==> config.mk <==
export PLATFORM = sky130hd
export DESIGN_NAME = memory_watchpoint_table
export DESIGN_NICKNAME = d
export VERILOG_FILES = /design/src/mwt_pkg.sv /design/src/memory_watchpoint_table.sv
export VERILOG_INCLUDE_DIRS = /design/src /design/src/src
export SDC_FILE = /design/constraint.sdc
export NUM_CORES = 1
export LEC_CHECK = 0
export BUFFER_PORTS_ARGS = -buffer_cell sky130_fd_sc_hd__buf_4
export CAP_MARGIN = 20
export CORE_MARGIN = 2
export CORE_UTILIZATION = 35
export CTS_BUF_LIST = sky130_fd_sc_hd__clkbuf_2 sky130_fd_sc_hd__clkbuf_4 sky130_fd_sc_hd__clkbuf_8
export CTS_CLUSTER_DIAMETER = 100
export DETAILED_ROUTE_END_ITERATION = 7
export PLACE_DENSITY_LB_ADDON = 0.15
export SYNTH_ARGS = -nofsm -noshare
export SYNTH_HDL_FRONTEND = slang
export SYNTH_SLANG_ARGS = --single-unit
==> constraint.sdc <==
create_clock -name clk_i -period 15.4 [get_ports clk_i]
set_input_delay 2.31 -clock clk_i [delete_from_list [all_inputs] [get_ports clk_i]]
set_output_delay 2.31 -clock clk_i [all_outputs]
set_load 0.02 [all_outputs]
==> src/assert_macros.svh <==
// Assertion macros shared by the RTL of the watchpoint table.
// Depends on nothing; the bodies are empty when SYNTHESIS is defined.
`ifndef ASSERT_MACROS_SVH
`define ASSERT_MACROS_SVH

`ifndef SYNTHESIS
`define ASSERT_ALWAYS(label, clk, rst_n, prop) \
  label: assert property (@(posedge clk) disable iff (!rst_n) (prop)) \
    else $error("assertion failed");
`define ASSERT_IMPLIES(label, clk, rst_n, ante, cons) \
  label: assert property (@(posedge clk) disable iff (!rst_n) (ante) |-> (cons)) \
    else $error("assertion failed");
`define ASSERT_NEXT(label, clk, rst_n, ante, cons) \
  label: assert property (@(posedge clk) disable iff (!rst_n) (ante) |=> (cons)) \
    else $error("assertion failed");
`else
`define ASSERT_ALWAYS(label, clk, rst_n, prop)
`define ASSERT_IMPLIES(label, clk, rst_n, ante, cons)
`define ASSERT_NEXT(label, clk, rst_n, ante, cons)
`endif

`endif

==> src/mwt_pkg.sv <==
// Types and codes of the memory watchpoint table.
// Depends on nothing; used by memory_watchpoint_table.
`default_nettype none

package mwt_pkg;

  localparam logic [1:0] FUNC_ADD    = 2'd0;
  localparam logic [1:0] FUNC_REMOVE = 2'd1;
  localparam logic [1:0] FUNC_CHECK  = 2'd2;

  localparam logic [2:0] STATUS_ADDED     = 3'd0;
  localparam logic [2:0] STATUS_COVERED   = 3'd1;
  localparam logic [2:0] STATUS_FULL      = 3'd2;
  localparam logic [2:0] STATUS_REMOVED   = 3'd3;
  localparam logic [2:0] STATUS_NOT_FOUND = 3'd4;
  localparam logic [2:0] STATUS_MISS      = 3'd5;
  localparam logic [2:0] STATUS_HIT       = 3'd6;

  typedef struct packed {
    logic [1:0]  func;
    logic [31:0] address;
    logic [31:0] end_address;
    logic        range_mode;
    logic        trap_on_read;
    logic        trap_on_write;
    logic        log_enable;
    logic        break_enable;
    logic        is_write;
  } in_word_t;

  typedef struct packed {
    logic [2:0] status;
    logic [3:0] entry_index;
    logic       log_request;
    logic       break_request;
    logic [4:0] entry_count;
  } out_word_t;

  typedef struct packed {
    logic brk;
    logic log;
    logic wr;
    logic rd;
    logic rng;
  } flag_t;

  typedef struct packed {
    logic [31:0] start_addr;
    logic [31:0] end_addr;
    flag_t       flags;
  } entry_t;

endpackage

`default_nettype wire

==> src/memory_watchpoint_table.sv <==
// Memory watchpoint table: ordered list of address watchpoints in one synchronous memory.
// Depends on mwt_pkg and assert_macros.svh.
// Add and check scan the entries in order and stop at the first match, or scan all entries
// when none matches; a remove looks for an exact start address and shifts later entries down.
// A new word is taken only in the idle state, and a result waits in StFinish until the output
// is free. Reset empties the table at once; memory contents stay undefined until written.
`default_nettype none
`include "assert_macros.svh"

module memory_watchpoint_table #(
  parameter int ENTRIES = 16
) (
  input  wire                  clk_i,
  input  wire                  rst_ni,
  input  wire                  in_valid_i,
  output logic                 in_ready_o,
  input  wire mwt_pkg::in_word_t in_word_i,
  output logic                 out_valid_o,
  input  wire                  out_ready_i,
  output mwt_pkg::out_word_t   out_word_o
);

  localparam int IDX_W = (ENTRIES > 1) ? $clog2(ENTRIES) : 1;
  localparam int CNT_W = $clog2(ENTRIES + 1);
  localparam logic [CNT_W-1:0] FULL_COUNT = CNT_W'(ENTRIES);

  typedef enum logic [1:0] {
    StIdle,
    StScan,
    StShift,
    StFinish
  } state_e;

  state_e               state_q, state_d;
  mwt_pkg::in_word_t    item_q, item_d;
  logic [CNT_W-1:0]     rd_q, rd_d;
  logic                 inflight_q, inflight_d;
  logic [IDX_W-1:0]     cmp_idx_q, cmp_idx_d;
  logic                 found_q, found_d;
  logic [IDX_W-1:0]     hit_idx_q, hit_idx_d;
  mwt_pkg::flag_t       hit_flags_q, hit_flags_d;
  logic [CNT_W-1:0]     count_q, count_d;
  logic                 out_valid_q, out_valid_d;
  mwt_pkg::out_word_t   out_q, out_d;

  mwt_pkg::entry_t      mem [ENTRIES];
  mwt_pkg::entry_t      mem_rdata_q;
  logic                 mem_re;
  logic                 mem_we;
  logic [IDX_W-1:0]     mem_waddr;
  mwt_pkg::entry_t      mem_wdata;
  mwt_pkg::entry_t      new_entry;
  logic                 entry_hit;
  logic                 out_free;
  logic                 fits;

  function automatic logic entry_match(mwt_pkg::entry_t e, logic [31:0] a,
                                       logic exact_only);
    logic m;
    if (e.flags.rng && !exact_only) begin
      m = (a >= e.start_addr) && (a <= e.end_addr);
    end else begin
      m = (e.start_addr == a);
    end
    return m;
  endfunction

  always_ff @(posedge clk_i) begin
    if (mem_re) begin
      mem_rdata_q <= mem[rd_q[IDX_W-1:0]];
    end
    if (mem_we) begin
      mem[mem_waddr] <= mem_wdata;
    end
  end

  assign in_ready_o  = (state_q == StIdle);
  assign out_valid_o = out_valid_q;
  assign out_word_o  = out_q;
  assign out_free    = !out_valid_q || out_ready_i;
  assign mem_re      = ((state_q == StScan) || (state_q == StShift)) && (rd_q < count_q);
  assign entry_hit   = inflight_q &&
                       entry_match(mem_rdata_q, item_q.address,
                                   item_q.func == mwt_pkg::FUNC_REMOVE);
  assign fits        = item_q.is_write ? hit_flags_q.wr : hit_flags_q.rd;

  always_comb begin
    new_entry.start_addr  = item_q.address;
    new_entry.end_addr    = item_q.range_mode ? item_q.end_address : item_q.address;
    new_entry.flags.rng   = item_q.range_mode;
    new_entry.flags.rd    = item_q.trap_on_read;
    new_entry.flags.wr    = item_q.trap_on_write;
    new_entry.flags.log   = item_q.log_enable;
    new_entry.flags.brk   = item_q.break_enable;
  end

  always_comb begin
    state_d     = state_q;
    item_d      = item_q;
    rd_d        = rd_q;
    inflight_d  = inflight_q;
    cmp_idx_d   = cmp_idx_q;
    found_d     = found_q;
    hit_idx_d   = hit_idx_q;
    hit_flags_d = hit_flags_q;
    count_d     = count_q;
    out_valid_d = out_valid_q && !out_ready_i;
    out_d       = out_q;
    mem_we      = 1'b0;
    mem_waddr   = cmp_idx_q - IDX_W'(1);
    mem_wdata   = mem_rdata_q;

    unique case (state_q)
      StIdle: begin
        if (in_valid_i) begin
          item_d     = in_word_i;
          rd_d       = '0;
          inflight_d = 1'b0;
          found_d    = 1'b0;
          if ((in_word_i.func == mwt_pkg::FUNC_ADD) ||
              (in_word_i.func == mwt_pkg::FUNC_REMOVE) ||
              (in_word_i.func == mwt_pkg::FUNC_CHECK)) begin
            state_d = StScan;
          end else begin
            state_d = StFinish;
          end
        end
      end
      StScan: begin
        inflight_d = mem_re;
        cmp_idx_d  = rd_q[IDX_W-1:0];
        if (mem_re) begin
          rd_d = rd_q + CNT_W'(1);
        end
        if (entry_hit) begin
          found_d     = 1'b1;
          hit_idx_d   = cmp_idx_q;
          hit_flags_d = mem_rdata_q.flags;
          if (item_q.func == mwt_pkg::FUNC_REMOVE) begin
            state_d    = StShift;
            rd_d       = CNT_W'(cmp_idx_q) + CNT_W'(1);
            inflight_d = 1'b0;
          end else begin
            state_d = StFinish;
          end
        end else if (!inflight_q && !mem_re) begin
          state_d = StFinish;
        end
      end
      StShift: begin
        mem_we     = inflight_q;
        inflight_d = mem_re;
        cmp_idx_d  = rd_q[IDX_W-1:0];
        if (mem_re) begin
          rd_d = rd_q + CNT_W'(1);
        end else if (!inflight_q) begin
          state_d = StFinish;
        end
      end
      StFinish: begin
        if (out_free) begin
          state_d           = StIdle;
          out_valid_d       = 1'b1;
          out_d.status      = mwt_pkg::STATUS_MISS;
          out_d.entry_index = '0;
          out_d.log_request   = 1'b0;
          out_d.break_request = 1'b0;
          case (item_q.func)
            mwt_pkg::FUNC_ADD: begin
              if (found_q) begin
                out_d.status      = mwt_pkg::STATUS_COVERED;
                out_d.entry_index = 4'(hit_idx_q);
              end else if (count_q == FULL_COUNT) begin
                out_d.status = mwt_pkg::STATUS_FULL;
              end else begin
                out_d.status      = mwt_pkg::STATUS_ADDED;
                out_d.entry_index = 4'(count_q);
                mem_we            = 1'b1;
                mem_waddr         = count_q[IDX_W-1:0];
                mem_wdata         = new_entry;
                count_d           = count_q + CNT_W'(1);
              end
            end
            mwt_pkg::FUNC_REMOVE: begin
              if (found_q) begin
                out_d.status      = mwt_pkg::STATUS_REMOVED;
                out_d.entry_index = 4'(hit_idx_q);
                count_d           = count_q - CNT_W'(1);
              end else begin
                out_d.status = mwt_pkg::STATUS_NOT_FOUND;
              end
            end
            mwt_pkg::FUNC_CHECK: begin
              if (found_q) begin
                out_d.status        = mwt_pkg::STATUS_HIT;
                out_d.entry_index   = 4'(hit_idx_q);
                out_d.log_request   = fits && hit_flags_q.log;
                out_d.break_request = fits && hit_flags_q.brk;
              end
            end
            default: begin
              out_d.status = mwt_pkg::STATUS_MISS;
            end
          endcase
          out_d.entry_count = 5'(count_d);
        end
      end
      default: begin
        state_d = StIdle;
      end
    endcase
  end

  always_ff @(posedge clk_i or negedge rst_ni) begin
    if (!rst_ni) begin
      state_q     <= StIdle;
      item_q      <= '0;
      rd_q        <= '0;
      inflight_q  <= 1'b0;
      cmp_idx_q   <= '0;
      found_q     <= 1'b0;
      hit_idx_q   <= '0;
      hit_flags_q <= '0;
      count_q     <= '0;
      out_valid_q <= 1'b0;
      out_q       <= '0;
    end else begin
      state_q     <= state_d;
      item_q      <= item_d;
      rd_q        <= rd_d;
      inflight_q  <= inflight_d;
      cmp_idx_q   <= cmp_idx_d;
      found_q     <= found_d;
      hit_idx_q   <= hit_idx_d;
      hit_flags_q <= hit_flags_d;
      count_q     <= count_d;
      out_valid_q <= out_valid_d;
      out_q       <= out_d;
    end
  end

  `ASSERT_ALWAYS(a_count_bound, clk_i, rst_ni, count_q <= FULL_COUNT)
  `ASSERT_NEXT(a_count_only_at_finish, clk_i, rst_ni, state_q != StFinish, $stable(count_q))
  `ASSERT_IMPLIES(a_write_phase, clk_i, rst_ni, mem_we,
                  (state_q == StShift) || (state_q == StFinish))
  `ASSERT_IMPLIES(a_shift_is_remove, clk_i, rst_ni, state_q == StShift,
                  found_q && (item_q.func == mwt_pkg::FUNC_REMOVE))

endmodule

`default_nettype wire
# [Word level (Yosys, flattened, before mapping)]
# Memories as Yosys holds them, arrays and structs flattened. A register that Yosys moved wholly into a read port is not among the register bits.
# Index checks and enable logic that the tools add are counted.
[classes] n_addsub=5 magnitude_cmp=3 eq_ne=18 muxes=55 n_reduce_logical=31
[op_table] op="$mux W69" count=5
[op_table] op="$mux W5" count=7
[op_table] op="$eq A32 B32 Y1" count=1
[op_table] op="$ge A32 B32 Y1" count=1
[op_table] op="$le A32 B32 Y1" count=1
[op_table] op="$mux W32" count=1
[op_table] op="$mux W4" count=7
[op_table] op="$mux W2" count=9
[op_table] op="$ne A2 B2 Y1 const B" count=8
[op_table] op="$mux W1" count=15
[op_table] op="$pmux W5 S3" count=1
[op_table] op="$pmux W4 S3" count=1
[op_table] op="$add A5 B1 Y5 const B" count=2
[op_table] op="$pmux W5 S2" count=1
[op_table] op="$pmux W3 S3" count=1
[op_table] op="$eq A2 B2 Y1 const B" count=4
[op_table] op="$logic_and A1 B1 Y1" count=8
[op_table] op="$mux W8" count=1
[op_table] op="$pmux W2 S4" count=1
[op_table] op="$reduce_and A2 Y1" count=4
[op_table] op="$mux W7" count=1
[op_table] op="$eq A2 B1 Y1 const B" count=3
[op_table] op="$logic_not A2 Y1" count=3
[op_table] op="$reduce_and A6 Y1" count=1
[op_table] op="16 further kinds" count=25
[word_totals] regBits=108 ramBits=1104 in_bits=76 out_inout_bits=16 word_cells=138 n_memories=1
[mem_list] name="mem" words=16 word_bits=69 read_ports=1 rd_ports_with_merged_regs=1 write_ports=1 line_no="memory_watchpoint_table.sv:46" source="mwt_pkg::entry_t mem [ENTRIES];"

# [Longest topological paths before layout]
# Gate-level depths: netlist (run 1).
[depth] word_depth=8 mapped_depth=10 mapped_depth_nobuf=9

# [Worst setup path before layout (run 1)]
# No wires, ideal clock.
[synth_path] kind="input to register" from="input out_ready_i" to="memory mem[7][0] (netlist name), enable pin" setup_ps=497 t_arrival_ps=6568 t_required_ps=14903 slack_ps=8336 stages=9 n_path_buf=3 path_cell_list="nand2b_1 and4b_1 clkbuf_1 and2_1 buf_2 buf_2 o31ai_1 nand2_1 nor2_1"
[synth_between] elab_chain_len=5 word_cells_on_any_way=7 classes_between="6 x mux; 1 x reduce/logical"
[synth_rtl] element="from (decl)" line_no="memory_watchpoint_table.sv:19" source="input wire out_ready_i,"
[synth_rtl] element="$logic_or A1 B1 Y1 (*)" line_no="memory_watchpoint_table.sv:80" source="assign out_free = !out_valid_q || out_ready_i;"
[synth_rtl] element="$mux W1" line_no="memory_watchpoint_table.sv:161" source="if (out_free) begin"
[synth_rtl] element="$pmux W1 S2" line_no="memory_watchpoint_table.sv:113" source="unique case (state_q)"
[synth_rtl] element="$mux W1" line_no="memory_watchpoint_table.sv:72" source="if (mem_we) begin"
[synth_rtl] element="$mux W1 (not written as such)" line_no="memory_watchpoint_table.sv:73" source="mem[mem_waddr] <= mem_wdata;"
[synth_rtl] element="to (decl)" line_no="memory_watchpoint_table.sv:46"
# Mark *: on every way between the ends. The rest lies on a longest branch, timed or not.

# [Worst setup path after layout (run 1)]
[layout_path] from="input out_ready_i" to="memory mem[13][61] (netlist name), enable pin"
# Same word-level chain as after synthesis.

==> results of run 1 <==
-- synth_stat cells, drive strengths merged (3+ instances only) --
cell type / count / area share, %
edfxtp: 1173 / 69
mux4: 345 / 15
dfrtp: 108 / 5.3
mux2: 86 / 1.9
inv: 82 / 0.60
nand2: 81 / 0.60
ha: 79 / 1.9
a21oi: 74 / 0.73
o21ai: 66 / 0.65
clkbuf: 61 / 0.45
nor2: 60 / 0.45
buf: 52 / 0.48
mux2i: 34 / 0.67
nand4: 15 / 0.20
nand3: 12 / 0.12
xnor2: 8 / 0.14
nand2b: 7 / 0.086
nor3: 7 / 0.069
a21o: 5 / 0.074
a22oi: 5 / 0.074
o21a: 5 / 0.074
nor2b: 4 / 0.049
o211ai: 4 / 0.059
o31ai: 4 / 0.069
a221oi: 3 / 0.052
a2bb2oi: 3 / 0.052
a41oi: 3 / 0.052
and4: 3 / 0.052
-- cell type report --
cell class,instances,share of cell area (%)
Sequential cell,1281,64.5
Multi-Input combinational cell,944,21.0
Clock buffer,288,6.09
Tap cell,1903,4.05
Timing Repair Buffer,191,2.48
Clock inverter,102,1.39
Inverter,82,0.536
Antenna cell,4,0.0170
-- sequential cells by signal (all words and copies together), names as in the netlist --
register	flops
mem	1104
item_q	72
mem_rdata_q	69
out_word_o	14
rd_q	5
cmp_idx_q	4
hit_flags_q	4
hit_idx_q	4
state_q	2
found_q	1
inflight_q	1
out_valid_o	1
-- where the power goes --
part           total [uW]  switching [uW]  internal, uW
Combinational        2770            1850           918
Clock                3100            1390          1710
Sequential           5290             324          4960
-- logic make-up (layout without fill, tap and decap cells) --
kind of cell    count (synthesis)  count (layout)  share of synthesized area, %
other cells                     0               4                             0
buf+inv                       195             663                          1.54
simple gates                  201             201                          1.81
xor+xnor                        9               9                         0.155
compound gates                189             189                          2.18
flops                        1281            1281                          74.5
fa+ha+maj                      80              80                          1.98
mux                           465             465                          17.9
-- metrics by stage --
stage	total power [uW]	util [%]	setup slack [ns]
floorplan	6830	-	8.34
global placement	8010	37.7	9.36
detailed placement	8130	37.7	9.32
CTS	11300	40.8	10.32
global route	11700	40.9	10.17
finish	11200	40.9	10.24
-- critical path, delay by kind of cell --
kind,cells,cell delay [ns]
compound gates,2,0.31
simple gates,5,1.42
buf+inv,3,1.48
-- path summary, 6_finish.rpt --
kind | end | slack [ns]
worst max-delay path | mem[13][61]$_DFFE_PP_ | 10.24
worst min-delay path | out_word_o[11]$_DFFE_PN0P_ | 0.48
worst max register to register | mem_rdata_q[22]$_DFFE_PP_ | 10.89
worst min register to register | out_word_o[11]$_DFFE_PN0P_ | 0.48
max in group asynchronous | rd_q[2]$_DFFE_PN0P_ | 12.73
min in group asynchronous | item_q[61]$_DFFE_PN0P_ | 1.38
-- cells in the final DEF (no fill, tap or decap), types with 55 or more instances in the layout --
cell type  count
dfrtp_1      104
clkbuf_4      61
o21ai_0       55
edfxtp_1    1173
inv_1         80
clkbuf_8     227
mux4_2       345
mux2_2        80
ha_1          79
nand2_1       80
a21oi_1       74
buf_4        180
-- metal layers --
metal | GRT usage [%] | part of all wire [%] | wire length (um) | vias to the layer above
li1 | - | - | - | 10600
met1 | 26.6 | 45 | 62200 | 13900
met2 | 29.9 | 48 | 66200 | 760
met3 | 2.96 | 5.0 | 6840 | 167
met4 | 5.15 | 1.8 | 2480 | 0
met5 | 0 | 0 | 0 | -
==> summary.md, run 1 <==
| Metric | Value |
|---|---|
| Worst hold path depth | `2` |
| # rows | `139` |
| WP data required | `15.92 ns` |
| CTS resizes | `0` |
| Period utilization | `33.5%` |
| Leakage power | `0.0193 uW` |
| Final hold vios | `0` |
| Final #Nets | `2866` |
| Fin area | `0.0589 sq mm` |
| Actual slew at the worst max-slew pin | `1.11 ns` |
| Max Slew Vio Count | `0` |
| # Post-CTS Setup Buffers | `0` |
| Setup TNS Final | `0 ns` |
| Peak VDD IR | `170 uV` |
| Drt total wl | `138 mm` |
| Max-slew headroom | `26.0%` |
| Clock-pin transition on the worst setup and hold timing paths | `0.05 ns` |
| Initial antenna violation count | `6` |
| Maxcap violations | `0` |
| Crit path capture type | `flip-flop` |
| Port-buffer cells | `91` |
| Die Area | `0.149 sq mm` |
| Multi-input gate area | `0.0124 sq mm` |
| Fmax | `194 MHz` |
| Core area | `0.144 sq mm` |
| Clock latency on the worst-skew pair | `0.92 ns` |
| Startpoint types | `input port` |
| Worst r2r path cells | `5` |
| Status | `completed` |
| Hold Startpoint | `out_word_o[11]$_DFFE_PN0P_` |
| IO Count | `92` |
| Num CTS Buffers | `210` |
| Fraction of layout cells with a size suffix above 1 | `34.5%` |
| CTS tree | `done` |
| Cell Area, Synth | `0.0509 sq mm` |
| Sink Count | `1281` |
| Inst Count DP | `4389` |
| Skew final | `0.0386 ns` |
| Clock Tree Buf Depth | `3` |
| Mapped Cells | `2420` |
| Wire per inst | `28.7 um` |
| RSZ-0062 raised after global routing | `no` |
| Worst r2r src | `rd_q[0]$_DFFE_PN0P_` |
| CP dominant cell by count | `buf_4` |
| Register area | `0.0379 sq mm` |
| 1st-pass router iterations | `5` |
| Remaining DRCs | `0` |
| Yosys cell types | `61` |
| Vias in the first global route | `26700` |
| CTS Hold Buffers Added | `0` |
| Yosys warns | `0` |
| First-pass GRT wire length | `196 mm` |
| Tightest Hold Check Type | `flip-flop to flip-flop` |
| Initial DRC count | `2107` |
| Fillers | `12800` |
| Vias/cell | `5.30` |
| RePlAce Congestion | `0.769` |
| Area grow syn2layout | `15.6%` |
| Final setup viols | `0` |
| Die Width | `385 um` |
| GR Util All Layers | `18.7%` |
| Fraction of registers with async set/reset | `8.43%` |
| Mapped Nets | `2576` |
| Overflow after GRT | `0` |
| PD cells | `190 mW/mm^2` |
| Max Fanout on Critical Path | `40` |
| Number of enable flip-flop cells after synthesis | `1173` |
| Post-Syn Area per Cell | `21.0 sq um` |
| Crit path largest cell delay | `0.71 ns` |
| Placed Area | `0.0544 sq mm` |
| Initial Util | `35.4%` |
| Crit-path cells | `buf_4 > nand2b_1 > and4b_1 > and2_4 > a31oi_1 > a21oi_1 > nand2_1 > nor2_4 > buf_4 > buf_4` |
| Slowest CP cell | `buf_4` |
| Post-route ant nets | `0` |
| Setup crit start | `out_ready_i` |
| Tmin final | `5.16 ns` |
| Fin Hold WS | `0.484 ns` |
| Dpl hpwl | `76.4 mm` |
| H-tree levels | `4` |
| Via count | `25400` |
| Synth Flop Type | `edfxtp_1` |
| Synth Register Bits | `1281` |
| Die height | `385 um` |
| Largest net degree at the start of global routing | `130` |
| Sequential area share after synthesis | `74.5%` |
| Worst Setup Path Type | `input port to flip-flop` |
| Non-filler cells, final | `4795` |
| CP Data Arrival Time | `5.68 ns` |
| Root Buffer | `clkbuf_8` |
(Power assumes the default switching activity.)
==> run 2: changes to the inputs <==
Settings changed: ABC_AREA set to 1.
Clock period 15.4 ns to 5.33 ns, I/O delays scaled along.
==> run 2 against run 1 <==
Compared with the run above: sequential share of layout area is 1.3 points lower; first-iteration DRC count is 33% higher; count of clock-buffer cells in the layout is 27 higher; largest cell class unchanged.
==> summary.md, run 2 <==
| Metric | Value |
|---|---|
| Fraction of layout cells with a size suffix above 1 | `15.9%` |
| Maxcap violations | `0` |
| Leakage power | `0.0206 uW` |
| RSZ-0062 raised after global routing | `no` |
| Comb pwr share | `29.5%` |
| Sequential area share after synthesis | `72.5%` |
| Final hold vios | `0` |
| Most flops, register | `mem` |
| Final setup viols | `0` |
| Status | `completed` |
| Internal power | `21900 uW` |
| Register area | `0.0379 sq mm` |
| Initial DRC count | `2808` |
| Commonest non-fill, non-tap cell in the layout | `edfxtp_1` |
| Crit path capture type | `flip-flop` |
| Net Sw Frac | `36.2%` |
| Wire per inst | `24.6 um` |
| # rows | `141` |
| Port-buffer cells | `91` |
| Clock latency on the worst-skew pair | `0.92 ns` |
| Via count | `33200` |
| Clock-pin transition on the worst setup and hold timing paths | `0.06 ns` |
| Skew final | `0.0477 ns` |
| Fillers | `13900` |
| Die Width | `391 um` |
| Synth Register Bits | `1281` |
| Clock share of power | `25.1%` |
| Period utilization | `70.0%` |
| Most frequent cells after synthesis | `1173 x edfxtp_1, 658 x nor2_1, 398 x o21ai_0, 390 x nand2_1, 163 x o32ai_1` |
| Yosys top cell area share | `67.3%` |
| Clock Tree Buf Depth | `3` |
| Max reg flops | `1104` |
| Initial antenna violation count | `8` |
| Tmin final | `3.73 ns` |
| Met3 Use GR | `4.64%` |
| Yosys cell types | `45` |
| 1st-pass router iterations | `8` |
| Number of enable flip-flop cells after synthesis | `1173` |
| Post-route ant nets | `0` |
| Fmax | `268 MHz` |
| Fraction of registers with async set/reset | `8.43%` |
| Max Fanout on Critical Path | `37` |
| Met2 Use GR | `29.9%` |
| Sink Count | `1281` |
| Crit-path cells | `ha_1 > inv_1 > nor2_2 > nand3_1 > nor2_4 > inv_2 > nand2_1 > o21a_1 > nand2_1 > nor2_4 > buf_12` |
| H-tree levels | `4` |
| Regs by FF count | `mem x1104, item_q x72, mem_rdata_q x69` |
| GR Util All Layers | `20.0%` |
| Share of power burned in registers | `45.3%` |
| Largest net degree at the start of global routing | `196` |
| Mapped Cells | `3904` |
| Most frequent cells in the layout | `1173 x edfxtp_1, 641 x nor2_1, 389 x nand2_1` |
| Post-Syn Area per Cell | `13.4 sq um` |
| # Post-CTS Setup Buffers | `0` |
| Largest cells by area after synthesis | `edfxtp_1 67%, dfrtp_1 5.2%, nor2_1 4.7%` |
| IO Count | `92` |
| PD cells | `571 mW/mm^2` |
| Area leader, netlist | `edfxtp_1` |
| CTS Hold Buffers Added | `1` |
| Fin Hold WS | `0.103 ns` |
| Area grow syn2layout | `14.8%` |
| Max Slew Vio Count | `0` |
| Worst Setup Path Type | `flip-flop to flip-flop` |
| Drt total wl | `153 mm` |
| GRT Max-Usage Layer | `met2` |
| Vias in the first global route | `32300` |
| Actual slew at the worst max-slew pin | `1.09 ns` |
| Synth Flop Type | `edfxtp_1` |
| Slowest CP cell | `nor2_4` |
| CP Data Arrival Time | `4.27 ns` |
| WP data required | `5.87 ns` |
| Dpl hpwl | `86.1 mm` |
| Overflow after GRT | `0` |
| Max-slew headroom | `27.5%` |
| Peak VDD IR | `330 uV` |
| Core area | `0.148 sq mm` |
| Die height | `391 um` |
| Multi-input gate area | `0.0130 sq mm` |
| Initial Util | `35.3%` |
| Crit path largest cell delay | `0.72 ns` |
| Startpoint types | `flip-flop` |
| Num CTS Buffers | `214` |
| RePlAce Congestion | `0.801` |
| Cell Area, Synth | `0.0523 sq mm` |
| NetSw | `12400 uW` |
| Remaining DRCs | `0` |
| Count leader, synth | `edfxtp_1` |
| Final #Nets | `4261` |
| Tightest Hold Check Type | `input port to flip-flop` |
| Yosys warns | `0` |
| Grt met1 use | `29.1%` |
| Setup TNS Final | `0 ns` |
| First-pass GRT wire length | `224 mm` |
| Core Util, Final | `40.6%` |
| Die Area | `0.153 sq mm` |
| CTS tree | `done` |
| Root Buffer | `clkbuf_8` |
| CTS resizes | `0` |
| Vias/cell | `5.33` |
| Mapped Nets | `4060` |
## run 2: changes by cell type in the layout (fill, tap and decap cells not counted), moves of 32 or more
cell and delta:
a21oi_1 -32, inv_1 +35, mux2i_1 +79, mux4_2 -345
nand2_1 +309, nand3_1 +136, nor2_1 +598, o21ai_0 +327
o221ai_1 +113, o32ai_1 +163
## run 2: layer usage
metal | share of wire, % | up-vias
met3 | 7.1 | 227
met4 | 1.9 | 2
met2 | 44 | 1033
met5 | 0.0072 | -
met1 | 47 | 16900
li1 | - | 15000
## run 2: worst paths after layout
kind                                                 start                         end  slack (ns)  cells past startpoint
worst max register to register      state_q[0]$_DFFE_PN0P_        mem[3][21]$_DFFE_PP_        1.60                     11
worst min register to register  out_word_o[10]$_DFFE_PN0P_  out_word_o[10]$_DFFE_PN0P_        0.50                      1
min in group asynchronous                           rst_ni      item_q[15]$_DFFE_PN0P_        0.53                      2
worst min-delay path                           out_ready_i       out_valid_o$_DFF_PN0_        0.10                      2
max in group asynchronous                           rst_ni      item_q[56]$_DFFE_PN0P_        3.61                      3
worst max-delay path                state_q[0]$_DFFE_PN0P_        mem[3][21]$_DFFE_PP_        1.60                     11
## run 2: through the flow
| step | setup slack [ns] | cell area, sq um | power, uW | std cells |
|---|---|---|---|---|
| 2_1_floorplan | 0.0775 | 52300 | 21000 | 3904 |
| 3_3_place_gp | 1.39 | 55700 | 25800 | 5803 |
| 3_5_place_dp | 1.36 | 55700 | 25800 | 5807 |
| 4_1_cts | 1.57 | 59900 | 34500 | 6204 |
| 5_1_grt | 1.32 | 60000 | 36100 | 6217 |
| 6_report | 1.60 | 60000 | 34300 | 6220 |
## run 2: worst max-delay path: cells and delay by family (launching register included)
| kind | cells | cell delay (ns) |
|---|---|---|
| compound gates | 1 | 0.17 |
| fa+ha+maj | 1 | 0.20 |
| buf+inv | 3 | 0.61 |
| flops | 1 | 0.45 |
| simple gates | 6 | 1.87 |
## run 2: cell families (layout without fill, tap and decap cells)
kind of cell             after synthesis  in the layout  share of synthesized area (%)
AO/OA/AOI/OAI                        773            773                           9.65
XOR/XNOR                              11             11                          0.184
adder cells (fa/ha/maj)               80             80                           1.93
buffers and inverters                365            746                           2.90
flip-flops                          1281           1281                           72.5
multiplexers                         181            181                           3.63
other                                  0              5                              0
AND/OR/NAND/NOR                     1213           1213                           9.20
## run 2: power by group through the flow
stage	clock network, uW	logic (uW)	registers [uW]
after detailed placement	0	10100	15700
after floorplan	0	5830	15100
after CTS	8850	10100	15500
final	8620	10100	15500
after global routing	9300	11200	15600
after global placement	0	10000	15700
## run 2: cell type report
class                      count  share of cell area (%)
antenna                        5                  0.0208
clock buffer                 315                    6.33
clock inverter                81                   0.707
inverter                     127                   0.825
multi-input combinational   2258                    21.7
sequential                  1281                    63.2
tap                         1930                    4.02
timing repair buffer         223                    3.24
